==> src/rtl/twdcm_pkg.sv <==
// Package: shared types and constants of the two-wire debug command master.
package twdcm_pkg;

    // Defaults
    localparam int unsigned MaxDataBytesDef = 3;
    localparam logic [7:0]  HalfPeriodRst   = 8'd1;
    localparam logic [4:0]  MaxPollsRst     = 5'd16;
    localparam logic [4:0]  PollSat         = 5'd31;

    // Stream widths
    localparam int unsigned InDataW  = 40;
    localparam int unsigned OutDataW = 16;
    localparam int unsigned CfgIdxW  = 2;
    localparam int unsigned CfgDataW = 8;

    // Register indexes
    localparam logic [CfgIdxW-1:0] CfgHalfPeriod = 2'd0;
    localparam logic [CfgIdxW-1:0] CfgMaxPolls   = 2'd1;

    // Sequencer phase
    typedef enum logic [2:0] {
        PH_IDLE = 3'd0,
        PH_SEND = 3'd1,
        PH_WAIT = 3'd2,
        PH_POLL = 3'd3,
        PH_READ = 3'd4
    } t_phase;

    // One input tick
    typedef struct packed {
        logic       line_in;
        logic [1:0] data_count;
        logic [7:0] data_third;
        logic [7:0] data_second;
        logic [7:0] data_first;
        logic [7:0] command_byte;
        logic       start_req;
    } t_in_item;

    // One result tick
    typedef struct packed {
        logic       ready_seen;
        logic [7:0] response_byte;
        logic       done_res;
        logic       busy_res;
        logic       line_drive;
        logic       line_out;
        logic       clock_out;
    } t_out_item;

    // Configuration registers
    typedef struct packed {
        logic [7:0] half_period_ticks;
        logic [4:0] max_ready_polls;
    } t_cfg;

endpackage

==> src/rtl/twdcm_seq.sv <==
// Pin-level sequencer: one tick of the debug port per accepted item.
module twdcm_seq
    import twdcm_pkg::*;
#(
    parameter int unsigned MAX_DATA_BYTES = MaxDataBytesDef
) (
    input  logic      i_clk,
    input  logic      i_rst_n,
    input  logic      i_step,
    input  t_in_item  i_item,
    input  t_cfg      i_cfg,
    output t_out_item o_res
);

    localparam logic [1:0] MaxCnt = 2'(MAX_DATA_BYTES);

    t_phase     r_phase,     n_phase;
    logic [7:0] r_shift,     n_shift;
    logic [2:0] r_bit_cnt,   n_bit_cnt;
    logic [1:0] r_byte_idx,  n_byte_idx;
    logic [1:0] r_held_cnt,  n_held_cnt;
    logic [7:0] r_tick,      n_tick;
    logic [4:0] r_poll,      n_poll;
    logic       r_clk_lvl,   n_clk_lvl;
    logic       r_rdy_flag,  n_rdy_flag;
    logic [7:0] r_held [MAX_DATA_BYTES];

    logic [7:0] in_bytes [3];
    logic [7:0] half;
    logic       tick_last;
    logic       bit_end;
    logic       load;
    logic [7:0] held_sel;

    assign in_bytes[0] = i_item.data_first;
    assign in_bytes[1] = i_item.data_second;
    assign in_bytes[2] = i_item.data_third;

    // Half period of zero acts as one
    assign half      = (i_cfg.half_period_ticks == 8'd0) ? 8'd1 : i_cfg.half_period_ticks;
    assign tick_last = ({1'b0, r_tick} + 9'd1) >= {1'b0, half};

    // Pick the next held data byte
    always_comb begin
        held_sel = 8'd0;
        for (int i = 0; i < MAX_DATA_BYTES; i++) begin
            if (r_byte_idx == 2'(i)) held_sel = r_held[i];
        end
    end

    // Next state and result of this tick
    always_comb begin
        n_phase    = r_phase;
        n_shift    = r_shift;
        n_bit_cnt  = r_bit_cnt;
        n_byte_idx = r_byte_idx;
        n_held_cnt = r_held_cnt;
        n_tick     = r_tick;
        n_poll     = r_poll;
        n_clk_lvl  = r_clk_lvl;
        n_rdy_flag = r_rdy_flag;
        load       = 1'b0;
        bit_end    = 1'b0;
        o_res      = '0;
        o_res.line_drive = 1'b1;

        // Bit timer, shared by send, poll and read
        if (r_phase == PH_SEND || r_phase == PH_POLL || r_phase == PH_READ) begin
            if (tick_last) begin
                n_tick = 8'd0;
                if (r_clk_lvl) begin
                    n_clk_lvl = 1'b0;
                end else begin
                    n_clk_lvl = 1'b1;
                    bit_end   = 1'b1;
                end
            end else begin
                n_tick = r_tick + 8'd1;
            end
        end

        unique case (r_phase) inside
            PH_SEND: begin
                o_res.clock_out  = r_clk_lvl;
                o_res.line_out   = r_shift[7];
                o_res.busy_res   = 1'b1;
                if (bit_end) begin
                    n_shift = {r_shift[6:0], 1'b0};
                    if (r_bit_cnt == 3'd7) begin
                        n_bit_cnt = 3'd0;
                        if (r_byte_idx < r_held_cnt) begin
                            n_shift    = held_sel;
                            n_byte_idx = r_byte_idx + 2'd1;
                        end else begin
                            n_phase   = PH_WAIT;
                            n_poll    = 5'd0;
                            n_clk_lvl = 1'b0;
                        end
                    end else begin
                        n_bit_cnt = r_bit_cnt + 3'd1;
                    end
                end
            end
            PH_WAIT: begin
                o_res.line_drive = 1'b0;
                o_res.busy_res   = 1'b1;
                if (!i_item.line_in || r_poll >= i_cfg.max_ready_polls) begin
                    n_rdy_flag = r_poll < i_cfg.max_ready_polls;
                    n_phase    = PH_READ;
                    n_shift    = 8'd0;
                end else begin
                    n_phase = PH_POLL;
                end
                n_bit_cnt = 3'd0;
                n_tick    = 8'd0;
                n_clk_lvl = 1'b1;
            end
            PH_POLL, PH_READ: begin
                o_res.clock_out  = r_clk_lvl;
                o_res.line_drive = 1'b0;
                o_res.busy_res   = 1'b1;
                // Sample on the last tick of the clock-high half
                if (r_phase == PH_READ && r_clk_lvl && tick_last) begin
                    n_shift = {r_shift[6:0], i_item.line_in};
                end
                if (bit_end) begin
                    if (r_bit_cnt == 3'd7) begin
                        n_bit_cnt = 3'd0;
                        n_clk_lvl = 1'b0;
                        if (r_phase == PH_POLL) begin
                            if (r_poll < PollSat) n_poll = r_poll + 5'd1;
                            n_phase = PH_WAIT;
                        end else begin
                            o_res.done_res      = 1'b1;
                            o_res.response_byte = n_shift;
                            o_res.ready_seen    = r_rdy_flag;
                            n_phase             = PH_IDLE;
                        end
                    end else begin
                        n_bit_cnt = r_bit_cnt + 3'd1;
                    end
                end
            end
            default: begin
                n_phase   = PH_IDLE;
                n_clk_lvl = 1'b0;
                if (i_item.start_req) begin
                    load       = 1'b1;
                    n_shift    = i_item.command_byte;
                    n_held_cnt = (i_item.data_count > MaxCnt) ? MaxCnt : i_item.data_count;
                    n_byte_idx = 2'd0;
                    n_bit_cnt  = 3'd0;
                    n_poll     = 5'd0;
                    n_rdy_flag = 1'b0;
                    n_tick     = 8'd0;
                    n_clk_lvl  = 1'b1;
                    n_phase    = PH_SEND;
                end
            end
        endcase
    end

    // Control state
    always_ff @(posedge i_clk) begin
        if (!i_rst_n) begin
            r_phase    <= PH_IDLE;
            r_bit_cnt  <= 3'd0;
            r_byte_idx <= 2'd0;
            r_held_cnt <= 2'd0;
            r_tick     <= 8'd0;
            r_poll     <= 5'd0;
            r_clk_lvl  <= 1'b0;
            r_rdy_flag <= 1'b0;
        end else if (i_step) begin
            r_phase    <= n_phase;
            r_bit_cnt  <= n_bit_cnt;
            r_byte_idx <= n_byte_idx;
            r_held_cnt <= n_held_cnt;
            r_tick     <= n_tick;
            r_poll     <= n_poll;
            r_clk_lvl  <= n_clk_lvl;
            r_rdy_flag <= n_rdy_flag;
        end
    end

    // Payload: shift register and held data bytes
    always_ff @(posedge i_clk) begin
        if (i_step) begin
            r_shift <= n_shift;
            if (load) begin
                for (int i = 0; i < MAX_DATA_BYTES; i++) r_held[i] <= in_bytes[i];
            end
        end
    end

endmodule

==> src/rtl/two_wire_debug_command_master.sv <==
// Top level: stream handshake, config registers and result register.
//
// Channel   Direction  Handshake                      Payload
// s_axis    in         s_axis_tvalid / s_axis_tready  one tick of pin inputs (40 bits)
// m_axis    out        m_axis_tvalid / m_axis_tready  one tick of pin outputs (16 bits)
// cfg       in         i_cfg_valid / o_cfg_ready      register index and value
//
// One item in, one result out, one item per cycle while m_axis is not stalled;
// the result register holds the sequencer's single tick of logic for each item.
// Reset is synchronous, active low: sequencer idle, registers at defaults.
// A stalled result holds in the result register; the input side stays open
// in the cycle the result is taken, so a stall on m_axis also holds s_axis.
module two_wire_debug_command_master
    import twdcm_pkg::*;
#(
    parameter int unsigned MAX_DATA_BYTES = MaxDataBytesDef
) (
    input  logic                i_clk,
    input  logic                i_rst_n,
    input  logic                s_axis_tvalid,
    output logic                s_axis_tready,
    // start_req, command_byte[8], data_first[8], data_second[8], data_third[8],
    // data_count[2], line_in, zero fill
    input  logic [InDataW-1:0]  s_axis_tdata,
    output logic                m_axis_tvalid,
    input  logic                m_axis_tready,
    // clock_out, line_out, line_drive, busy_res, done_res, response_byte[8],
    // ready_seen, zero fill
    output logic [OutDataW-1:0] m_axis_tdata,
    input  logic                i_cfg_valid,
    output logic                o_cfg_ready,
    input  logic [CfgIdxW-1:0]  i_cfg_index,
    input  logic [CfgDataW-1:0] i_cfg_data
);

    localparam int unsigned ResW = $bits(t_out_item);

    t_cfg      r_cfg;
    t_in_item  in_item;
    t_out_item res;
    t_out_item r_out;
    logic      r_out_valid;
    logic      in_acc;
    logic      cfg_acc;

    assign in_item       = t_in_item'(s_axis_tdata[$bits(t_in_item)-1:0]);
    assign s_axis_tready = !r_out_valid || m_axis_tready;
    assign in_acc        = s_axis_tvalid && s_axis_tready;
    assign o_cfg_ready   = 1'b1;
    assign cfg_acc       = i_cfg_valid && o_cfg_ready;

    // Config registers
    always_ff @(posedge i_clk) begin
        if (!i_rst_n) begin
            r_cfg.half_period_ticks <= HalfPeriodRst;
            r_cfg.max_ready_polls   <= MaxPollsRst;
        end else if (cfg_acc) begin
            unique case (i_cfg_index)
                CfgHalfPeriod: r_cfg.half_period_ticks <= i_cfg_data;
                CfgMaxPolls:   r_cfg.max_ready_polls   <= i_cfg_data[4:0];
                default: ;
            endcase
        end
    end

    twdcm_seq #(
        .MAX_DATA_BYTES(MAX_DATA_BYTES)
    ) u_seq (
        .i_clk  (i_clk),
        .i_rst_n(i_rst_n),
        .i_step (in_acc),
        .i_item (in_item),
        .i_cfg  (r_cfg),
        .o_res  (res)
    );

    // Result register: load on accept, drop when taken
    always_ff @(posedge i_clk) begin
        if (!i_rst_n) begin
            r_out_valid <= 1'b0;
        end else if (in_acc) begin
            r_out_valid <= 1'b1;
        end else if (m_axis_tready) begin
            r_out_valid <= 1'b0;
        end
    end

    always_ff @(posedge i_clk) begin
        if (in_acc) r_out <= res;
    end

    assign m_axis_tvalid = r_out_valid;
    assign m_axis_tdata  = {{(OutDataW-ResW){1'b0}}, r_out};

    // Checks
    a_acc_loads: assert property (@(posedge i_clk) disable iff (!i_rst_n)
        in_acc |=> r_out_valid)
        else $error("accepted item left no result");

    a_done_busy: assert property (@(posedge i_clk) disable iff (!i_rst_n)
        (r_out_valid && r_out.done_res) |-> r_out.busy_res)
        else $error("done outside a command");

    a_release_low: assert property (@(posedge i_clk) disable iff (!i_rst_n)
        (r_out_valid && !r_out.line_drive) |-> !r_out.line_out)
        else $error("line level set while released");

    a_resp_clear: assert property (@(posedge i_clk) disable iff (!i_rst_n)
        (r_out_valid && !r_out.done_res) |-> (r_out.response_byte == 8'd0 && !r_out.ready_seen))
        else $error("response fields set without done");

endmodule

==> config.mk <==
export PLATFORM = sky130hd
export DESIGN_NAME = two_wire_debug_command_master
export DESIGN_NICKNAME = d
export VERILOG_FILES = /design/src/rtl/twdcm_pkg.sv /design/src/rtl/twdcm_seq.sv /design/src/rtl/two_wire_debug_command_master.sv
export SDC_FILE = /design/constraint.sdc
export NUM_CORES = 1
export LEC_CHECK = 0
export BUFFER_PORTS_ARGS = -buffer_cell sky130_fd_sc_hd__buf_2
export CAP_MARGIN = 10
export CORE_ASPECT_RATIO = 1.4
export CORE_MARGIN = 1
export CORE_UTILIZATION = 45
export DETAILED_ROUTE_END_ITERATION = 12
export PLACE_DENSITY = 0.75
export SYNTH_ARGS = -nofsm -noshare
export SYNTH_HDL_FRONTEND = slang
export SYNTH_SLANG_ARGS = --single-unit
==> constraint.sdc <==
create_clock -name i_clk -period 3.3 [get_ports i_clk]
set_input_delay 0.66 -clock i_clk [delete_from_list [all_inputs] [get_ports i_clk]]
set_output_delay 0.66 -clock i_clk [all_outputs]
set_load 0.01 [all_outputs]
==> impl_metrics.csv <==
group,metric,value,unit
outcome,outcome,"finished clean",
pwr,clockPowerShare,41.4,%
cts,htree_levels,3,
critical_path,critPathMaxFanout,7,
detailed_routing,vias,3687,
pwr,sequentialPowerShare,46.7,%
die,die_w,85.09,µm
pwr,p_leak,2.095,nW
detailed_routing,via_per_inst,5.734,
detailed_routing,drcViolationCount,0,
die,chipHeight,118.3,µm
yosys,synth.distinct_cells,54,
job,timing.max_cap.violations,0,
critical_path,end_kind,"flop",
cts,cts_sinks,85,
yosys,synth_top_flop_cell,"edfxtp_1",
sta,worstMarginPinSlew,0.7872,ns
die,core,9407,µm²
pwr,power,0.002593,W
cts,clkTransAtPathRegs,0.06,ns
cts,worstSkewPairLatency,0.34,ns
detailed_routing,firstDrtPassIters,5,
global_routing,grt_pass1_wl,16.31,mm
worst_hold_path,whs_path_depth,2,
worst_hold_path,worst_hold_path_type,"reg -> reg",
die,start_util,46.24,%
sta,finalMaxSlewViolations,0,
pwr,pwr-share-comb,11.9,%
cts,root_buffer,"clkbuf_16",
pwr,irDropWorstVdd,0.2681,mV
sta,rsz0062_at_grt,"yes",
sta,layout_min_cycle_time,3.158,ns
finish,seqCellArea,2163,µm²
sta,clock_skew,0.003677,ns
cts,clockBufferDepth,2,
finish,n_fill_cell,812,
sta,post-route-period-util,95.70,%
global_routing,grt_pass1_vias,3500,
detailed_routing,wire_per_inst,15.53,µm
sta,setup_viol,0,
placement,place_congestion,0.8833,
pwr,power_switching,0.0006337,W
pwr,power_density,502.4,nW/µm²
pwr,switching_share,24.44,%
die,rows,42,
global_routing,grt_max_degree,27,
finish,antennaDiodeCount,0,
placement,port_buffers,66,
yosys,yosysWarnings,0,
yosys,ys_seq_elements,85,
yosys,avgSynthCellArea,9.496,µm²
yosys,synth_edf_count,46,
critical_path,reg2regPathDepth,14,
finish,area_growth,18.67,%
cts,tritoncts,"yes",
finish,layout.nets,605,
critical_path,critical_path_arrival,3.39,ns
finish,drive_gt1_share,19.32,%
global_routing,grt_use_total,20.85,%
sta,hold_viol,0,
critical_path,cp.required,3.54,ns
yosys,synthesis.instances,458,
sta,fin_setup_tns,0,ns
detailed_routing,ant_nets,0,
global_routing,antenna_found_initial,0,
yosys,yosysSeqAreaShare,49.71,%
finish,multi_input_area,2031,µm²
pwr,p_int,0.001960,W
detailed_routing,drt_wl_total,9.988,mm
detailed_routing,drt_iter0_drc,212,
yosys,synth_async_sr_flop_share,0,%
die,dieArea,10070,µm²
sta,slew_headroom,47.14,%
placement,dp_hpwl,7.271,mm
global_routing,grt.overflow.total,0,
yosys,syn_area,4349,µm²
finish,final_cell_mix,"buf_2, nand2_1, nor2_1, edfxtp_1, a21oi_1",
critical_path,crit_path_start_kind,"flop",
cts,numCtsBuffers,9,
critical_path,worst-setup-path-type,"reg -> reg",
finish,final_common_cell,"buf_2",
die,io_pins,74,
sta,fmax,0.3166,GHz
## cell usage after synthesis (all sizes together) (11+ instances only)
| master | number | area [µm²] |
|---|---|---|
| a22oi | 15 | 112.6 |
| inv | 25 | 93.84 |
| o21ai | 27 | 135.1 |
| edfxtp | 46 | 1381 |
| ha | 22 | 275.3 |
| a21oi | 39 | 195.2 |
| dfxtp | 39 | 780.8 |
| clkbuf | 11 | 41.29 |
| nand2 | 55 | 206.5 |
| nand3 | 16 | 80.08 |
| nor2 | 52 | 195.2 |
## power groups by stage
stage	clock, W	sequential (W)	combinational [W]
2_1_floorplan	0	0.00123	0.000194
3_5_place_dp	0	0.00123	0.000290
6_report	0.00107	0.00121	0.000308
4_1_cts	0.00109	0.00121	0.000296
5_1_grt	0.00114	0.00122	0.000337
3_3_place_gp	0	0.00123	0.000282
## final cells by class
type | instances | share of cell area, %
inverter | 25 | 1.818
sequential | 85 | 41.92
multi-input combinational | 330 | 39.35
timing repair buffer | 77 | 8.145
clock inverter | 6 | 1.673
tap | 110 | 2.667
clock buffer | 10 | 4.436
## stage by stage
step | utilization, % | setup slack [ns] | hold WS, ns | area [µm²] | cells
2_1_floorplan | - | 0.3545 | 0.4437 | 4353 | 459
3_3_place_gp | 51.01 | 0.1248 | 0.4665 | 4798 | 626
3_5_place_dp | 51.01 | -0.01491 | 0.4762 | 4798 | 626
4_1_cts | 54.47 | 0.003645 | 0.4780 | 5124 | 642
5_1_grt | 54.87 | -0.02622 | 0.4774 | 5161 | 643
6_report | 54.87 | 0.1419 | 0.4860 | 5161 | 643
## kinds of logic after synthesis
group | Yosys count | synth area share, %
fa+ha+maj | 22 | 6.329
xor+xnor | 6 | 1.208
simple gates | 171 | 18.38
buf+inv | 44 | 4.459
mux | 8 | 1.841
other cells | 2 | 0.1727
compound gates | 120 | 17.89
flops | 85 | 49.71
## metal layers
metal  share of wire, %  global-route usage, %
met5                  0                      0
met4                2.8                  10.38
met3                5.6                  4.330
met2                 51                  35.89
met1                 40                  24.31
## final timing paths
check | start | end | slack, ns
worst max register to register | u_seq.r_tick[0]$_SDFFE_PN0P_ | u_seq.r_poll[4]$_SDFFE_PN0P_ | 0.14
worst min register to register | u_seq.r_held_cnt[1]$_SDFFE_PN0P_ | u_seq.r_held_cnt[1]$_SDFFE_PN0P_ | 0.49
worst max-delay path | u_seq.r_tick[0]$_SDFFE_PN0P_ | u_seq.r_poll[4]$_SDFFE_PN0P_ | 0.14
worst min-delay path | u_seq.r_held_cnt[1]$_SDFFE_PN0P_ | u_seq.r_held_cnt[1]$_SDFFE_PN0P_ | 0.49
## flip-flops by register name, summed over array words and instances, names as in the netlist
| register | flops |
|---|---|
| m_axis_tdata | 14 |
| m_axis_tvalid | 1 |
| r_cfg | 13 |
| u_seq.r_bit_cnt | 3 |
| u_seq.r_byte_idx | 2 |
| u_seq.r_clk_lvl | 1 |
| u_seq.r_held | 24 |
| u_seq.r_held_cnt | 2 |
| u_seq.r_phase | 3 |
| u_seq.r_poll | 5 |
| u_seq.r_rdy_flag | 1 |
| u_seq.r_shift | 8 |
| u_seq.r_tick | 8 |
## what timing repair did
action	in CTS	in global routing
buffers inserted	0	0
hold buffers	0	0
pin swaps	1	1
endpoints found under the setup margin	5	10
gates resized for setup	3	6
hold endpoints to repair	0	0
## critical path, stage by stage (launching register included)
cell	delay [ns]
dfxtp_2	0.37
ha_1	0.21
nand2_1	0.12
nor2_2	0.17
xor2_1	0.09
ha_1	0.29
and4_2	0.27
a21oi_1	0.10
and3_1	0.20
nand2_1	0.12
ha_4	0.19
nand3_1	0.12
a211oi_4	0.34
o21ai_0	0.16
a32o_1	0.29
Power figures use the tool's default switching activity.
